`config.mk`:
```
export PLATFORM = sky130hd
export DESIGN_NAME = lcv_mul
export DESIGN_NICKNAME = d
export VERILOG_FILES = /design/src/rtl/core/lcv_pkg.sv /design/src/rtl/core/lcv_mul.sv
export SDC_FILE = /design/constraint.sdc
export NUM_CORES = 2
export LEC_CHECK = 0
export BUFFER_PORTS_ARGS = -buffer_cell sky130_fd_sc_hd__buf_2
export CORE_ASPECT_RATIO = 0.8
export CORE_MARGIN = 2
export CORE_UTILIZATION = 45
export CTS_CLUSTER_SIZE = 25
export DETAILED_ROUTE_END_ITERATION = 7
export PLACE_DENSITY_LB_ADDON = 0.1
export SYNTH_ARGS = -nofsm -noshare
export SYNTH_HDL_FRONTEND = slang
export SYNTH_SLANG_ARGS = --single-unit
```
`constraint.sdc`:
```
create_clock -name clock -period 14.94 [get_ports clock]
set_input_delay 4.482 -clock clock [delete_from_list [all_inputs] [get_ports clock]]
set_output_delay 4.482 -clock clock [all_outputs]
set_load 0.05 [all_outputs]
```
`src/rtl/core/lcv_pkg.sv`:
```
`timescale 1ns / 1ps
`default_nettype none
// ----------------------------------------------------------------------------
// Look-at camera view package
// Shared widths, operation and register codes, and saturation helper.
// ----------------------------------------------------------------------------
package lcv_pkg;

   localparam int FRAC_BITS = 16;
   localparam int POS_W     = 32;
   localparam int AX_W      = FRAC_BITS + 2;
   localparam int VEC_W     = POS_W + AX_W;
   localparam int MUL_A_W   = VEC_W - FRAC_BITS + 1;
   localparam int MUL_B_W   = 32;
   localparam int MUL_P_W   = MUL_A_W + MUL_B_W;
   localparam int ACC_W     = 64;
   localparam int SCL_W     = 30;
   localparam int RAD_W     = 2 * SCL_W + 2;
   localparam int LEN_W     = RAD_W / 2;
   localparam int Q_W       = FRAC_BITS + 1;
   localparam int F_W       = FRAC_BITS + 3;
   localparam int RATE_W    = 17;
   localparam int GAIN_W    = 25;
   localparam int OP_W      = 3;
   localparam int IDX_W     = 3;
   localparam int ROW_W     = 2;
   localparam int ONE       = 1 << FRAC_BITS;
   localparam int RATE_RST  = (ONE + 25) / 50;
   localparam int GAIN_RST  = 2 << FRAC_BITS;

   typedef enum logic [OP_W-1:0] {
      OP_SET   = 3'd0,
      OP_GET   = 3'd1,
      OP_FWD   = 3'd2,
      OP_BWD   = 3'd3,
      OP_LEFT  = 3'd4,
      OP_RIGHT = 3'd5
   } op_type;

   typedef enum logic [IDX_W-1:0] {
      REG_TARGET_X = 3'd0,
      REG_TARGET_Y = 3'd1,
      REG_TARGET_Z = 3'd2,
      REG_UP_X     = 3'd3,
      REG_UP_Y     = 3'd4,
      REG_UP_Z     = 3'd5,
      REG_RATE     = 3'd6,
      REG_GAIN     = 3'd7
   } csr_reg_type;

   function automatic logic signed [POS_W-1:0] sat32(input logic signed [ACC_W-1:0] v);
      logic signed [POS_W-1:0] r;
      if ((&v[ACC_W-1:POS_W-1]) || !(|v[ACC_W-1:POS_W-1])) begin
         r = v[POS_W-1:0];
      end else if (v[ACC_W-1]) begin
         r = {1'b1, {(POS_W-1){1'b0}}};
      end else begin
         r = {1'b0, {(POS_W-1){1'b1}}};
      end
      return r;
   endfunction

endpackage
`default_nettype wire

```
`src/rtl/core/lcv_mul.sv`:
```
`timescale 1ns / 1ps
`default_nettype none
// ----------------------------------------------------------------------------
// Shared multiplier
// Signed multiply with a registered product.
// ----------------------------------------------------------------------------
module lcv_mul
   import lcv_pkg::*;
(
   input  wire logic                        clock,
   input  wire logic signed [MUL_A_W-1:0]   a,
   input  wire logic signed [MUL_B_W-1:0]   b,
   output logic signed [MUL_P_W-1:0]        p
);

   logic signed [MUL_P_W-1:0] p_ff;
   logic signed [MUL_P_W-1:0] p_in;

   assign p_in = MUL_P_W'(a) * MUL_P_W'(b);
   assign p    = p_ff;

   always_ff @(posedge clock) begin
      p_ff <= p_in;
   end

endmodule
`default_nettype wire

```
==> impl_metrics.tcl <==
set metrics [dict create \
    outcome "finished, final reports clean" \
    drv_slew 0 \
    syn_inst 4248 \
    antenna_found_initial 7 \
    yosys_register_bits 67 \
    tightestPinTransition_ns 1.05 \
    clock.fmax_mhz 75.5 \
    drive_above_1_share_pct 4.71 \
    crit_arrival_ns 13.54 \
    start_kind "input pin" \
    drtPass1Iterations 6 \
    syn-num-nets 5678 \
    drcViolationCount 0 \
    fin_cells 5405 \
    grt_max_degree 36 \
    ys_types 56 \
    die_y_um 272 \
    yosysMostFrequentCell "fa_1" \
    min_period_ns 13.24 \
    die_w_um 339 \
    final_util_pct 47.4 \
    rsz0062_at_grt "no" \
    largest_reg_flops 67 \
    finalSetupTns_ns 0 \
    clk_pin_slew_worst_paths_ns 0.07 \
    grt_pass1_wl_um 189000 \
    drtIter0Drc 1734 \
    dieArea_mm2 0.0920 \
    via_count 27600 \
    multi_input_area_mm2 0.0342 \
    critPathRequiredTime_ns 15.23 \
    yosys_warnings 0 \
    nets 5627 \
    port_buffers 134 \
    post-route-period-util_pct 88.7 \
    cts-buffers-inserted 9 \
    row_count 98 \
    place_hpwl_um 96400 \
    finalSetupViolCount 0 \
    drtAntennaViolNets 0 \
    yosysTopAreaCell "fa_1" \
    gp_congestion 0.944 \
    clock-root-buffer "clkbuf_16" \
    cts_resized 0 \
    core_mm2 0.0890 \
    post_cts_buffers 0 \
    grt-ovfl-total 0 \
    seq_area_mm2 0.00134 \
    synth_top_area_share_pct 58.2 \
    synth-edff-count 0 \
    syn-cell-area_mm2 0.0403 \
    nFillCells 8644 \
    hold_class "in2reg" \
    routedWlPerCell_um 22.0 \
    ios 135 \
    synthArstFlopShare_pct 0 \
    placed_cells 5386 \
    ctsHoldBuffers 0 \
    synth-seq-area-share_pct 3.33 \
    ys.flop_type "dfxtp_1" \
    cts_tree "built" \
    critical_path.max_fanout 29 \
    h-tree-depth 3 \
    slew_headroom_pct 29.7 \
    synth_area_leaders "fa_1 58%, inv_1 9.6%, and2_1 8.6%" \
    area_growth_pct 4.70 \
    vias_per_cell 5.10 \
    hold_viol 0 \
    endpoint_kind "flip-flop" \
    clockBufferDepth 2 \
    synth_common_cells "1172 x fa_1, 1035 x inv_1, 576 x nand2_1" \
    drt-total-wl_um 119000 \
    crit_type "in2reg" \
    avgSynthCellArea_um2 9.49 \
    maxCapViolations 0 \
    start_util_pct 45.3 \
    clkSinkCount 67 \
    grt_pass1_vias 30000 \
    grt.total_usage_pct 27.3 \
]
stage by stage:
stage | worst slack [ns] | hold WS (ns) | instance area (µm²)
finish | 1.70 | 4.75 | 42200
global route | 1.41 | 4.78 | 42200
global placement | 1.54 | 4.95 | 41900
detailed placement | 1.52 | 4.95 | 41900
CTS | 1.93 | 4.75 | 42200
floorplan | 2.87 | 4.61 | 40300
final timing paths:
kind | start | to | cells past startpoint
setup / recovery | b[9] | p[65]$_DFF_P_ | 23
hold / removal | a[0] | p[0]$_DFF_P_ | 2
routing by layer:
metal / wire length [µm] / global-route usage [%] / vias up
li1: - / - / 12000
met1: 58200 / 43.6 / 14500
met2: 48800 / 38.5 / 969
met3: 10300 / 6.02 / 76
met4: 1380 / 4.08 / 8
met5: 50 / 0 / -
critical path, cell delays in order:
cell and delay [ns]:
buf_2 0.61, buf_4 0.30, nand2_1 0.09, fa_1 0.53
fa_1 0.54, fa_1 0.47, fa_1 0.52, fa_1 0.58
inv_1 0.08, fa_1 0.47, fa_1 0.52, fa_1 0.41
ha_1 0.43, nand4_1 0.20, nor3_1 0.53, o311ai_1 0.39
o211ai_2 0.24, a21oi_2 0.17, o311ai_1 0.52, a211o_1 0.36
a311o_1 0.53, mux2i_1 0.16, a2111oi_2 0.35
cell type report:
type / instances / share of cell area [%]
inverters: 1035 / 9.21
repair buffers: 173 / 2.28
diodes: 3 / 0.0178
clock inverters: 6 / 0.172
multi-input cells: 2911 / 81.0
well taps: 1200 / 3.56
clock buffers: 10 / 0.566
flip-flops and latches: 67 / 3.18
logic make-up (layout without fill, tap and decap cells):
logic type                 Yosys count  in the layout  synth area share [%]
buffers and inverters             1270           1224                  11.8
adders and majority gates         1362           1362                  64.1
xor gates and xnor gates            72             72                  1.56
muxes                                2              2                0.0497
other                                0              3                     0
AOI/OAI and AO/OA                  205            205                  3.43
and+or+nand+nor                   1270           1270                  15.7
DFF                                 67             67                  3.33
layout by cell type, fill, tap and decap left out, types with 39 or more instances in the layout:
master | Yosys | routed
buf_2 | 0 | 134
and2_1 | 552 | 552
dfxtp_1 | 67 | 67
inv_1 | 1035 | 1035
nor2_1 | 64 | 64
nand2_1 | 576 | 576
buf_4 | 0 | 39
ha_1 | 190 | 190
fa_1 | 1172 | 1172
xnor2_1 | 49 | 49
a21oi_1 | 64 | 64
a21o_1 | 40 | 40
Power is left out: the tool's default activity adds up to more than one toggle a clock period on the data nets, which glitch-free logic cannot reach.
