### src/rtl/core/lcv_pkg.sv
`timescale 1ns / 1ps
`default_nettype none
// ----------------------------------------------------------------------------
// Look-at camera view package
// Shared widths, operation and register codes, and saturation helper.
// ----------------------------------------------------------------------------
package lcv_pkg;

   localparam int FRAC_BITS = 16;
   localparam int POS_W     = 32;
   localparam int AX_W      = FRAC_BITS + 2;
   localparam int VEC_W     = POS_W + AX_W;
   localparam int MUL_A_W   = VEC_W - FRAC_BITS + 1;
   localparam int MUL_B_W   = 32;
   localparam int MUL_P_W   = MUL_A_W + MUL_B_W;
   localparam int ACC_W     = 64;
   localparam int SCL_W     = 30;
   localparam int RAD_W     = 2 * SCL_W + 2;
   localparam int LEN_W     = RAD_W / 2;
   localparam int Q_W       = FRAC_BITS + 1;
   localparam int F_W       = FRAC_BITS + 3;
   localparam int RATE_W    = 17;
   localparam int GAIN_W    = 25;
   localparam int OP_W      = 3;
   localparam int IDX_W     = 3;
   localparam int ROW_W     = 2;
   localparam int ONE       = 1 << FRAC_BITS;
   localparam int RATE_RST  = (ONE + 25) / 50;
   localparam int GAIN_RST  = 2 << FRAC_BITS;

   typedef enum logic [OP_W-1:0] {
      OP_SET   = 3'd0,
      OP_GET   = 3'd1,
      OP_FWD   = 3'd2,
      OP_BWD   = 3'd3,
      OP_LEFT  = 3'd4,
      OP_RIGHT = 3'd5
   } op_type;

   typedef enum logic [IDX_W-1:0] {
      REG_TARGET_X = 3'd0,
      REG_TARGET_Y = 3'd1,
      REG_TARGET_Z = 3'd2,
      REG_UP_X     = 3'd3,
      REG_UP_Y     = 3'd4,
      REG_UP_Z     = 3'd5,
      REG_RATE     = 3'd6,
      REG_GAIN     = 3'd7
   } csr_reg_type;

   function automatic logic signed [POS_W-1:0] sat32(input logic signed [ACC_W-1:0] v);
      logic signed [POS_W-1:0] r;
      if ((&v[ACC_W-1:POS_W-1]) || !(|v[ACC_W-1:POS_W-1])) begin
         r = v[POS_W-1:0];
      end else if (v[ACC_W-1]) begin
         r = {1'b1, {(POS_W-1){1'b0}}};
      end else begin
         r = {1'b0, {(POS_W-1){1'b1}}};
      end
      return r;
   endfunction

endpackage
`default_nettype wire

### src/rtl/core/lcv_root.sv
`timescale 1ns / 1ps
`default_nettype none
// ----------------------------------------------------------------------------
// Integer square root
// Bit-by-bit square root, one result bit per cycle.
// ----------------------------------------------------------------------------
module lcv_root
   import lcv_pkg::*;
(
   input  wire logic               clock,
   input  wire logic               reset,
   input  wire logic               start,
   input  wire logic [RAD_W-1:0]   radicand,
   output logic                    done,
   output logic [LEN_W-1:0]        root
);

   logic             busy_ff, busy_in;
   logic             done_ff, done_in;
   logic [RAD_W-1:0] rem_ff, rem_in;
   logic [RAD_W-1:0] res_ff, res_in;
   logic [RAD_W-1:0] bit_ff, bit_in;
   logic [RAD_W:0]   trial;

   assign trial = {1'b0, res_ff} + {1'b0, bit_ff};
   assign done  = done_ff;
   assign root  = res_ff[LEN_W-1:0];

   always_comb begin
      busy_in = busy_ff;
      done_in = 1'b0;
      rem_in  = rem_ff;
      res_in  = res_ff;
      bit_in  = bit_ff;
      if (start) begin
         busy_in = 1'b1;
         rem_in  = radicand;
         res_in  = '0;
         bit_in  = {2'b01, {(RAD_W-2){1'b0}}};
      end else if (busy_ff) begin
         if ({1'b0, rem_ff} >= trial) begin
            rem_in = rem_ff - trial[RAD_W-1:0];
            res_in = (res_ff >> 1) + bit_ff;
         end else begin
            res_in = res_ff >> 1;
         end
         bit_in = bit_ff >> 2;
         if (bit_ff[0]) begin
            busy_in = 1'b0;
            done_in = 1'b1;
         end
      end
   end

   always_ff @(posedge clock) begin
      if (reset) begin
         busy_ff <= 1'b0;
         done_ff <= 1'b0;
      end else begin
         busy_ff <= busy_in;
         done_ff <= done_in;
      end
      rem_ff <= rem_in;
      res_ff <= res_in;
      bit_ff <= bit_in;
   end

endmodule
`default_nettype wire

### config.mk
export PLATFORM = sky130hd
export DESIGN_NAME = lcv_root
export DESIGN_NICKNAME = d
export VERILOG_FILES = /design/src/rtl/core/lcv_pkg.sv /design/src/rtl/core/lcv_root.sv
export SDC_FILE = /design/constraint.sdc
export NUM_CORES = 1
export LEC_CHECK = 0
export BUFFER_PORTS_ARGS = -buffer_cell sky130_fd_sc_hd__buf_4
export CELL_PAD_IN_SITES_DETAIL_PLACEMENT = 0
export CELL_PAD_IN_SITES_GLOBAL_PLACEMENT = 1
export CORE_ASPECT_RATIO = 1.2
export CORE_UTILIZATION = 45
export CTS_CLUSTER_DIAMETER = 100
export DETAILED_ROUTE_END_ITERATION = 16
export PLACE_DENSITY_LB_ADDON = 0.1
export SLEW_MARGIN = 10
export SYNTH_ARGS = -nofsm -noshare
export SYNTH_HDL_FRONTEND = slang
export SYNTH_SLANG_ARGS = --single-unit
### constraint.sdc
create_clock -name clock -period 30.6 [get_ports clock]
set_clock_uncertainty 0.2 [all_clocks]
set_input_delay 6.12 -clock clock [delete_from_list [all_inputs] [get_ports clock]]
set_output_delay 6.12 -clock clock [all_outputs]
set_load 0.05 [all_outputs]
==> results by group <==
Critical path
  • Critical Path AT: 8.25 ns
  • Delay-heaviest family, CP: buffers and inverters
  • Worst reg-to-reg setup slack: 23.21 ns
  • Slowest cell delay on critical path: 0.80 ns
  • CP endpoint kind: flop
  • Type of origin of the critical path: primary input
  • CP dominant cell by count: buf_4
  • Critical path class: in -> reg
  • Worst Path Required: 30.58 ns
  • CP max-delay cell: buf_4
  • CP Max Fanout: 80
  • CP Buf/Inv Count: 3
  • Sequence of cells on the critical path: buf_6 > buf_4 > buf_4 > o21ai_0

STA
  • Slew Limit Fails: 0
  • Max Fclk: 121.0 MHz
  • Max_slew headroom: 29.60%
  • Tmin final: 8.264 ns
  • Worst-margin pin slew: 1.056 ns
  • WHS: 0.3499 ns
  • RSZ-0062 raised after global routing: false
  • Final setup viols: 0
  • Hold Fails Final Rpt: 0
  • Setup TNS: 0 ns
  • Tcrit/Tclk final: 27.01%

Yosys
  • Top-area cell type share of the netlist area: 12.74%
  • Area contributors post-synth: dfxtp_1, edfxtp_1, ha_1
  • Seq/Total Area, Yosys: 25.22%
  • Post-synth top flop: dfxtp_1
  • Number of synthesized register bits: 157
  • EDFF count, synth: 62
  • Syn Nets: 2099
  • Post-synth ARST share: 0%
  • Syn avg cell area: 7.827 um2
  • Synth Warn #: 0
  • Synthesized cell area: 14930 um2
  • Syn Inst Count: 1907
  • Leading area contributor after synthesis: dfxtp_1
  • Synth unique cells: 83

Floorplanning
  • Die H: 201.5 um
  • Core area: 32430 um2
  • Initial core utilization: 46.02%
  • I/O Pins: 97
  • Num rows: 72
  • Die Area: 33900 um2
  • Die Wd: 168.3 um

Drt
  • ANT nets after route: 0
  • Routed WL per cell: 20.41 um
  • DR pass1 iterations: 8
  • Vias post-DR: 14.09k
  • DR iter-0 viols: 966
  • DRC errors left: 0
  • Routed vias/inst: 6.062
  • Final wirelength: 47430 um

Place
  • Dpl hpwl: 35720 um
  • DP Cell Count: 2292
  • Port Buffers: 96
  • Placer Congestion: 0.9396

Layout
  • Layout Utilization: 49.90%
  • Reg area: 3767 um2
  • Multi-input logic area: 10340 um2
  • Layout cells sized above 1: 9.077%
  • Final std cells w/o fill: 2324
  • Antenna diodes: 0
  • Fin nets: 2096
  • Area Growth Syn to Fin: 8.433%
  • Fillcell total: 3240

GRT
  • Met3 Use GR: 2.773%
  • Grt total ovfl: 0
  • Total track usage: 28.14%
  • First-pass GRT wire length: 74530 um
  • Initial antenna violation count: 0
  • Vias in the first global route: 13.62k
  • Largest net degree at the start of global routing: 85
  • Met1 GRT Util: 36.96%
  • Met2 usage: 47.93%
  • Most Used Layer, Global Route: met2

CTS
  • Clock Path Buffers: 2
  • Max H-tree Level: 4
  • CTS tree: done
  • Post-cts sizing count: 0
  • TritonCTS Buffers: 17
  • Clk Latency, worst-skew pair: 0.47 ns
  • Number of setup buffers added after CTS: 0
  • Root Driver: clkbuf_16
  • Sinks on Clock Net: 157
  • CTS hold repair buffers: 0
  • Worst-path clk slew: 0.07 ns

Pwr
  • Leakage: 6.158 nW
  • Peak VDD IR: 0.00005220 V
  • Pwr dens: 82.15 nW/um2

Status
  • Status: finished, final reports clean

Worst hold path
  • Min-delay worst type: reg -> reg

Job
  • Total of max-cap violations: 0
## logic make-up after synthesis
| group | after synthesis | share of synthesized area (%) |
|---|---|---|
| and+or+nand+nor | 644 | 19.90 |
| AOI/OAI and AO/OA | 620 | 27.46 |
| buffers and inverters | 179 | 5.642 |
| DFF | 157 | 25.22 |
| xor gates and xnor gates | 127 | 7.452 |
| adders and majority gates | 127 | 10.70 |
| muxes | 53 | 3.630 |
## cell usage in the layout (no fill, tap or decap), types with 56 or more instances in the layout
master / n
nand2_1: 216
nor2_1: 192
o21ai_0: 140
a21oi_1: 126
ha_1: 126
buf_4: 108
dfxtp_1: 94
xnor2_1: 71
edfxtp_1: 62
xor2_1: 56
## sequential cells by signal, indices dropped and copies added, names as in the netlist
name,cells
done,1
res_ff,62
busy_ff,1
bit_ff,31
rem_ff,62
## worst paths after layout
kind / from / to / cells past startpoint
min: bit_ff[60] / bit_ff[60] / 1
min reg2reg: bit_ff[60] / bit_ff[60] / 1
max reg2reg: res_ff[2] / rem_ff[23] / 23
max: start / rem_ff[51] / 4
## per-stage QoR
stage	setup slack, ns	area, um2	power, mW
after floorplan	20.82	14930	0.9156
after global placement	21.93	15620	1.104
after detailed placement	21.91	15620	1.107
after CTS	22.41	16180	1.327
after global routing	22.21	16180	1.425
final	22.34	16180	1.329
## area by class of cell
class	instances	share of cell area, %
timing repair buffer	109	5.079
clock buffer	19	2.806
inverter	48	1.113
clock inverter	13	0.6881
sequential	157	23.28
multi-input combinational	1571	63.89
tap	407	3.146
## metal layers
layer | part of all wire [%] | vias to the layer above
met5 | 0 | -
met4 | 2.4 | 0
met3 | 3.3 | 68
met2 | 48 | 283
met1 | 47 | 6674
li1 | - | 7062
## cells in the mapped netlist (9+ instances only)
master,number
nand2_1,216
nor2_1,192
o21ai_0,141
a21oi_1,126
ha_1,126
dfxtp_1,95
xnor2_1,71
clkbuf_1,69
edfxtp_1,62
xor2_1,56
a31oi_1,53
a21o_1,48
inv_1,47
a211oi_1,45
mux2i_1,44
nor3_1,41
nand4_1,36
o21bai_1,34
buf_4,31
nand3_1,29
a311oi_1,28
or3_1,25
and3_1,22
o21a_1,20
o31ai_1,19
buf_2,18
nor2b_1,17
nand2b_1,15
o211ai_1,13
and2_1,11
o32ai_1,11
a21boi_0,10
nor4_1,10
o311ai_0,10
mux2_2,9
## power breakdown
group          total (mW)  internal [mW]  leakage [nW]  switching, mW
Sequential          0.332          0.285          1.40         0.0477
Combinational       0.782          0.295          4.48          0.487
Clock               0.215          0.117         0.279         0.0984
Power figures use the tool's default switching activity.
