==> config.mk <==
export PLATFORM = sky130hd
export DESIGN_NAME = lcv_div
export DESIGN_NICKNAME = d
export VERILOG_FILES = /design/src/rtl/core/lcv_pkg.sv /design/src/rtl/core/lcv_div.sv
export SDC_FILE = /design/constraint.sdc
export NUM_CORES = 1
export LEC_CHECK = 0
export ABC_AREA = 1
export BUFFER_PORTS_ARGS = -buffer_cell sky130_fd_sc_hd__buf_2
export CORE_ASPECT_RATIO = 1.2
export CORE_MARGIN = 3
export CORE_UTILIZATION = 40
export CTS_BUF_LIST = sky130_fd_sc_hd__clkbuf_4 sky130_fd_sc_hd__clkbuf_8
export CTS_CLUSTER_DIAMETER = 30
export DETAILED_ROUTE_END_ITERATION = 8
export SYNTH_ARGS = -nofsm -noshare
export SYNTH_HDL_FRONTEND = slang
export SYNTH_SLANG_ARGS = --single-unit
==> constraint.sdc <==
create_clock -name clock -period 3.1 [get_ports clock]
set_input_delay 0.155 -clock clock [delete_from_list [all_inputs] [get_ports clock]]
set_output_delay 0.155 -clock clock [all_outputs]
set_load 0.05 [all_outputs]
==> src/rtl/core/lcv_pkg.sv <==
`timescale 1ns / 1ps
`default_nettype none
// ----------------------------------------------------------------------------
// Look-at camera view package
// Shared widths, operation and register codes, and saturation helper.
// ----------------------------------------------------------------------------
package lcv_pkg;

   localparam int FRAC_BITS = 16;
   localparam int POS_W     = 32;
   localparam int AX_W      = FRAC_BITS + 2;
   localparam int VEC_W     = POS_W + AX_W;
   localparam int MUL_A_W   = VEC_W - FRAC_BITS + 1;
   localparam int MUL_B_W   = 32;
   localparam int MUL_P_W   = MUL_A_W + MUL_B_W;
   localparam int ACC_W     = 64;
   localparam int SCL_W     = 30;
   localparam int RAD_W     = 2 * SCL_W + 2;
   localparam int LEN_W     = RAD_W / 2;
   localparam int Q_W       = FRAC_BITS + 1;
   localparam int F_W       = FRAC_BITS + 3;
   localparam int RATE_W    = 17;
   localparam int GAIN_W    = 25;
   localparam int OP_W      = 3;
   localparam int IDX_W     = 3;
   localparam int ROW_W     = 2;
   localparam int ONE       = 1 << FRAC_BITS;
   localparam int RATE_RST  = (ONE + 25) / 50;
   localparam int GAIN_RST  = 2 << FRAC_BITS;

   typedef enum logic [OP_W-1:0] {
      OP_SET   = 3'd0,
      OP_GET   = 3'd1,
      OP_FWD   = 3'd2,
      OP_BWD   = 3'd3,
      OP_LEFT  = 3'd4,
      OP_RIGHT = 3'd5
   } op_type;

   typedef enum logic [IDX_W-1:0] {
      REG_TARGET_X = 3'd0,
      REG_TARGET_Y = 3'd1,
      REG_TARGET_Z = 3'd2,
      REG_UP_X     = 3'd3,
      REG_UP_Y     = 3'd4,
      REG_UP_Z     = 3'd5,
      REG_RATE     = 3'd6,
      REG_GAIN     = 3'd7
   } csr_reg_type;

   function automatic logic signed [POS_W-1:0] sat32(input logic signed [ACC_W-1:0] v);
      logic signed [POS_W-1:0] r;
      if ((&v[ACC_W-1:POS_W-1]) || !(|v[ACC_W-1:POS_W-1])) begin
         r = v[POS_W-1:0];
      end else if (v[ACC_W-1]) begin
         r = {1'b1, {(POS_W-1){1'b0}}};
      end else begin
         r = {1'b0, {(POS_W-1){1'b1}}};
      end
      return r;
   endfunction

endpackage
`default_nettype wire

==> src/rtl/core/lcv_div.sv <==
`timescale 1ns / 1ps
`default_nettype none
// ----------------------------------------------------------------------------
// Fraction divider
// Restoring division of a scaled magnitude by the vector length, one
// quotient bit per cycle.
// ----------------------------------------------------------------------------
module lcv_div
   import lcv_pkg::*;
(
   input  wire logic               clock,
   input  wire logic               reset,
   input  wire logic               start,
   input  wire logic [SCL_W-1:0]   num,
   input  wire logic [LEN_W-1:0]   den,
   output logic                    done,
   output logic [Q_W-1:0]          quo
);

   localparam int D_W   = SCL_W + FRAC_BITS;
   localparam int CNT_W = $clog2(Q_W);

   logic             busy_ff, busy_in;
   logic             done_ff, done_in;
   logic [CNT_W-1:0] cnt_ff, cnt_in;
   logic [LEN_W-1:0] rem_ff, rem_in;
   logic [LEN_W-1:0] den_ff, den_in;
   logic [Q_W-1:0]   sh_ff, sh_in;
   logic [D_W-1:0]   dd;
   logic [LEN_W:0]   trial;

   assign dd    = {num, {FRAC_BITS{1'b0}}};
   assign trial = {rem_ff, sh_ff[Q_W-1]};
   assign done  = done_ff;
   assign quo   = sh_ff;

   always_comb begin
      busy_in = busy_ff;
      done_in = 1'b0;
      cnt_in  = cnt_ff;
      rem_in  = rem_ff;
      den_in  = den_ff;
      sh_in   = sh_ff;
      if (start) begin
         busy_in = 1'b1;
         cnt_in  = '0;
         rem_in  = LEN_W'(dd[D_W-1:Q_W]);
         den_in  = den;
         sh_in   = dd[Q_W-1:0];
      end else if (busy_ff) begin
         if (trial >= {1'b0, den_ff}) begin
            rem_in = LEN_W'(trial - {1'b0, den_ff});
            sh_in  = {sh_ff[Q_W-2:0], 1'b1};
         end else begin
            rem_in = trial[LEN_W-1:0];
            sh_in  = {sh_ff[Q_W-2:0], 1'b0};
         end
         cnt_in = cnt_ff + 1'b1;
         if (cnt_ff == CNT_W'(Q_W - 1)) begin
            busy_in = 1'b0;
            done_in = 1'b1;
         end
      end
   end

   always_ff @(posedge clock) begin
      if (reset) begin
         busy_ff <= 1'b0;
         done_ff <= 1'b0;
      end else begin
         busy_ff <= busy_in;
         done_ff <= done_in;
      end
      cnt_ff <= cnt_in;
      rem_ff <= rem_in;
      den_ff <= den_in;
      sh_ff  <= sh_in;
   end

endmodule
`default_nettype wire

==> out/summary.md <==
The run finished with clean final reports. Placement row count: 49. The synthesized netlist occupies a cell area of 0.00621 mm^2. The die covers 0.0171 mm^2.

Counting cells, the worst reg-to-reg path comes to 15. From synthesis to final layout, the design area changed by 18.0%. Total power for the finished layout comes to 0.00434 W. Entering global routing, the biggest net connects 51 pins.

For the estimated wirelength of the detail-placed design, the log shows 12100 um. In this run the tightest slew margin relative to its limit is 21.5%. For the worst setup path, the data required time is 3.24 ns. Clock latency on the worst-skew pair, taken at its later pin, is 0.39 ns. The final routed wirelength across all metal layers was 16100 um. The detail route stage leaves a number of antenna-violating nets equal to 0. Leaving out fill and tap cells, the most frequent cell in the layout is sky130_fd_sc_hd__nand2_1.

The logs give 0.00733 mm^2 for the total non-filler cell area in the finished layout and 36 for the count of cell types in the netlist. The placement-stage cell area is 0.00680 mm^2, and the DRC violation count after routing is 0. The number of buffers added to fix hold violations after cts came out at 32.

The final count of pins violating max slew came out at 0. Counting instances, the worst hold path has a depth of 3. The worst register-to-register path begins at quo[16]. For the number of antenna violations at the first check in global routing, the log shows 0. Of the synthesized area, sequential elements account for 37.6%. Smallest setup slack after layout: 0.400 ns. The TritonCTS buffer count came out at 9. The worst clock skew on the final layout was 0.0147 ns; the per-cell via count in the routed design was 4.62. Max-cap violations in this run came to 0. The number of hold-slack violations in the final timing report is 0, and the maximum buffer depth of the clock tree is 2. The upper clock frequency limit is 370 MHz, and the synthesized area divided by synthesized cell count is 6.92 um^2. Setup repair after global routing left no endpoint under its margin.

After clock tree synthesis, the clock-pin slew on the worst setup and hold paths is 0.10 ns. Area inside the core boundary: 0.0151 mm^2. Routability-driven placement finished with a final weighted congestion of 0.884. The number of nets handed over by synthesis was 996. The floorplan step set the die width to 120 um. The setup TNS after final layout is 0 ns. The run gives 1107 as the final net count. The height of the chip was 143 um; the slew of the pin with the lowest slew margin was 1.18 ns. Along the worst path, the maximum fanout reaches 32.

The tools report the via count as 5630. STA classifies the critical path startpoint as a flop. Worst setup timing slack at the placement stage: 0.410 ns. For this configuration, the core starts out at a cell density of 41.2%. STA classifies the critical path endpoint as a flop. For the worst setup path, the data arrival time is 2.84 ns. Before antenna repair, the detailed router went through 4 iterations. The sink count of the clock tree was 86. 0 antenna diodes ended up in the layout. The smallest clock period supported by the final layout is computed as 2.70 ns. The first global-routing pass estimated 26200 um of wire. Pin placement for this block handled 82 I/O pins. By startpoint and endpoint, the worst setup path is classified as reg2reg.

Final cell utilization of the core: 48.6%. For this design the static power due to leakage is 3.92 nW. Leaving out fill and tap cells, the most frequent cells in the layout are 338 x sky130_fd_sc_hd__nand2_1, 190 x sky130_fd_sc_hd__inv_1, 81 x sky130_fd_sc_hd__buf_2, 64 x sky130_fd_sc_hd__nand3_1, 61 x sky130_fd_sc_hd__edfxtp_1.

The tools report the number of buffers inserted by post-CTS setup repair as 0. Across the VDD grid, the largest voltage drop is 253 uV. For this design the ratio of total power to cell area is 592 mW/mm^2. The post-route fraction of the period consumed by the critical path was 87.1%.

The post-route netlist has 12.1% of its cells at a drive strength greater than 1. The H-tree was split into 3 levels. The tools report the endpoint with the worst hold slack as rem_ff[5]. Gates resized during post-CTS repair numbered 0. Setup violations remaining at the end of the flow were counted as 0.

The number of global-route vias before repair is 5488. The buffer type at the clock tree root is sky130_fd_sc_hd__clkbuf_8. The terminus of the critical flop-to-flop path is rem_ff[23].

TritonCTS built the clock tree. Counting flops and latches in the post-synthesis netlist gives 86. In this run the register-to-register setup slack is 0.40 ns. The logs give 0 for the total of warnings raised by yosys and 898 for the gate count of the mapped netlist.

Global routing finished with a remaining overflow of 0. In this run the tool buffered the top-level ports with 81 buffer cells. In this run the most critical hold path is launched from num[6]. The tools report the overall routing resource usage as 19.3%. In the final routed layout, each cell accounts on average for 13.2 um. In this run the worst hold path is classified as in2reg. The detailed router finished its first iteration with 333 violations.
[worst max path at each step]
stage / startpoint / to / slack (ns) / cells past startpoint
6_report: quo[16] / rem_ff[23] / 0.40 / 15
3_3_place_gp: rem_ff[17] / rem_ff[27] / 0.51 / 10
3_5_place_dp: quo[16] / rem_ff[23] / 0.41 / 15
4_1_cts: quo[16] / rem_ff[23] / 0.38 / 15
5_1_grt: quo[16] / rem_ff[9] / 0.13 / 15
2_1_floorplan: quo[16] / rem_ff[26] / 0.54 / 16
[kinds of logic (layout without fill, tap and decap cells)]
family,count (synthesis),after routing,synth area share (%)
compound gates,42,42,3.81
xor+xnor,15,15,2.12
fa+ha+maj,34,34,6.97
buf+inv,211,327,13.6
flops,86,86,37.6
simple gates,510,510,35.9
[critical path, stage by stage, from the launching register on]
cell,delay (ns)
sky130_fd_sc_hd__edfxtp_1,0.37
sky130_fd_sc_hd__inv_1,0.06
sky130_fd_sc_hd__ha_1,0.23
sky130_fd_sc_hd__fa_1,0.42
sky130_fd_sc_hd__inv_1,0.11
sky130_fd_sc_hd__nand2_1,0.05
sky130_fd_sc_hd__nand2_1,0.07
sky130_fd_sc_hd__nand3_1,0.08
sky130_fd_sc_hd__nand2_2,0.13
sky130_fd_sc_hd__nand2_2,0.08
sky130_fd_sc_hd__nand3_2,0.08
sky130_fd_sc_hd__nand2_4,0.12
sky130_fd_sc_hd__nand2_4,0.36
sky130_fd_sc_hd__nand2_1,0.10
sky130_fd_sc_hd__nand3_1,0.09
sky130_fd_sc_hd__nand2_1,0.08
[state kept, by name (all words and copies together) (netlist names)]
name	cells
den_ff	31
rem_ff	31
quo	17
cnt_ff	5
busy_ff	1
done	1
[per-layer routing]
metal  GRT usage [%]  part of all wire, %  vias up  wire length (um)
met4            6.76                  2.1        0               337
met1            24.1                   46     2503              7430
met2            34.1                   48      108              7700
met5               0                    0        -                 0
met3            2.86                  3.7       23               588
li1                -                    -     2996                 -
[layout make-up]
class	instances	area [um^2]
clock buffer	10	131
clock inverter	6	76.3
fill	1615	7750
inverter	193	724
multi-input combinational	601	3030
sequential	86	2330
tap	204	255
timing repair buffer	118	776
[stage by stage]
step	std cells	hold slack, ns
2_1_floorplan	898	0.234
6_report	1218	0.0264
3_5_place_dp	1170	0.333
5_1_grt	1218	0.0339
4_1_cts	1218	0.0115
3_3_place_gp	1170	0.332
[report_power, final]
part           switching [W]  internal (W)
combinational        0.00128      0.000730
clock               0.000468      0.000397
sequential         0.0000708       0.00140
[Yosys cell counts, drive strengths merged]
master	count	area [um^2]
nor4	3	18.8
xor2	2	17.5
or2	1	6.26
fa	1	20.0
nand3	69	370
xnor2	13	114
o22ai	15	93.8
nor3	7	40.0
nand4	7	43.8
buf	12	98.8
nand2	346	1330
nor2	47	204
nand3b	26	195
edfxtp	61	1830
clkbuf	6	22.5
o21ai	7	35.0
o21bai	1	7.51
inv	190	713
clkinv	3	11.3
dfxtp	25	500
a21oi	18	93.8
a31oi	1	6.26
and2	4	25.0
ha	33	413
(Power assumes the default switching activity.)
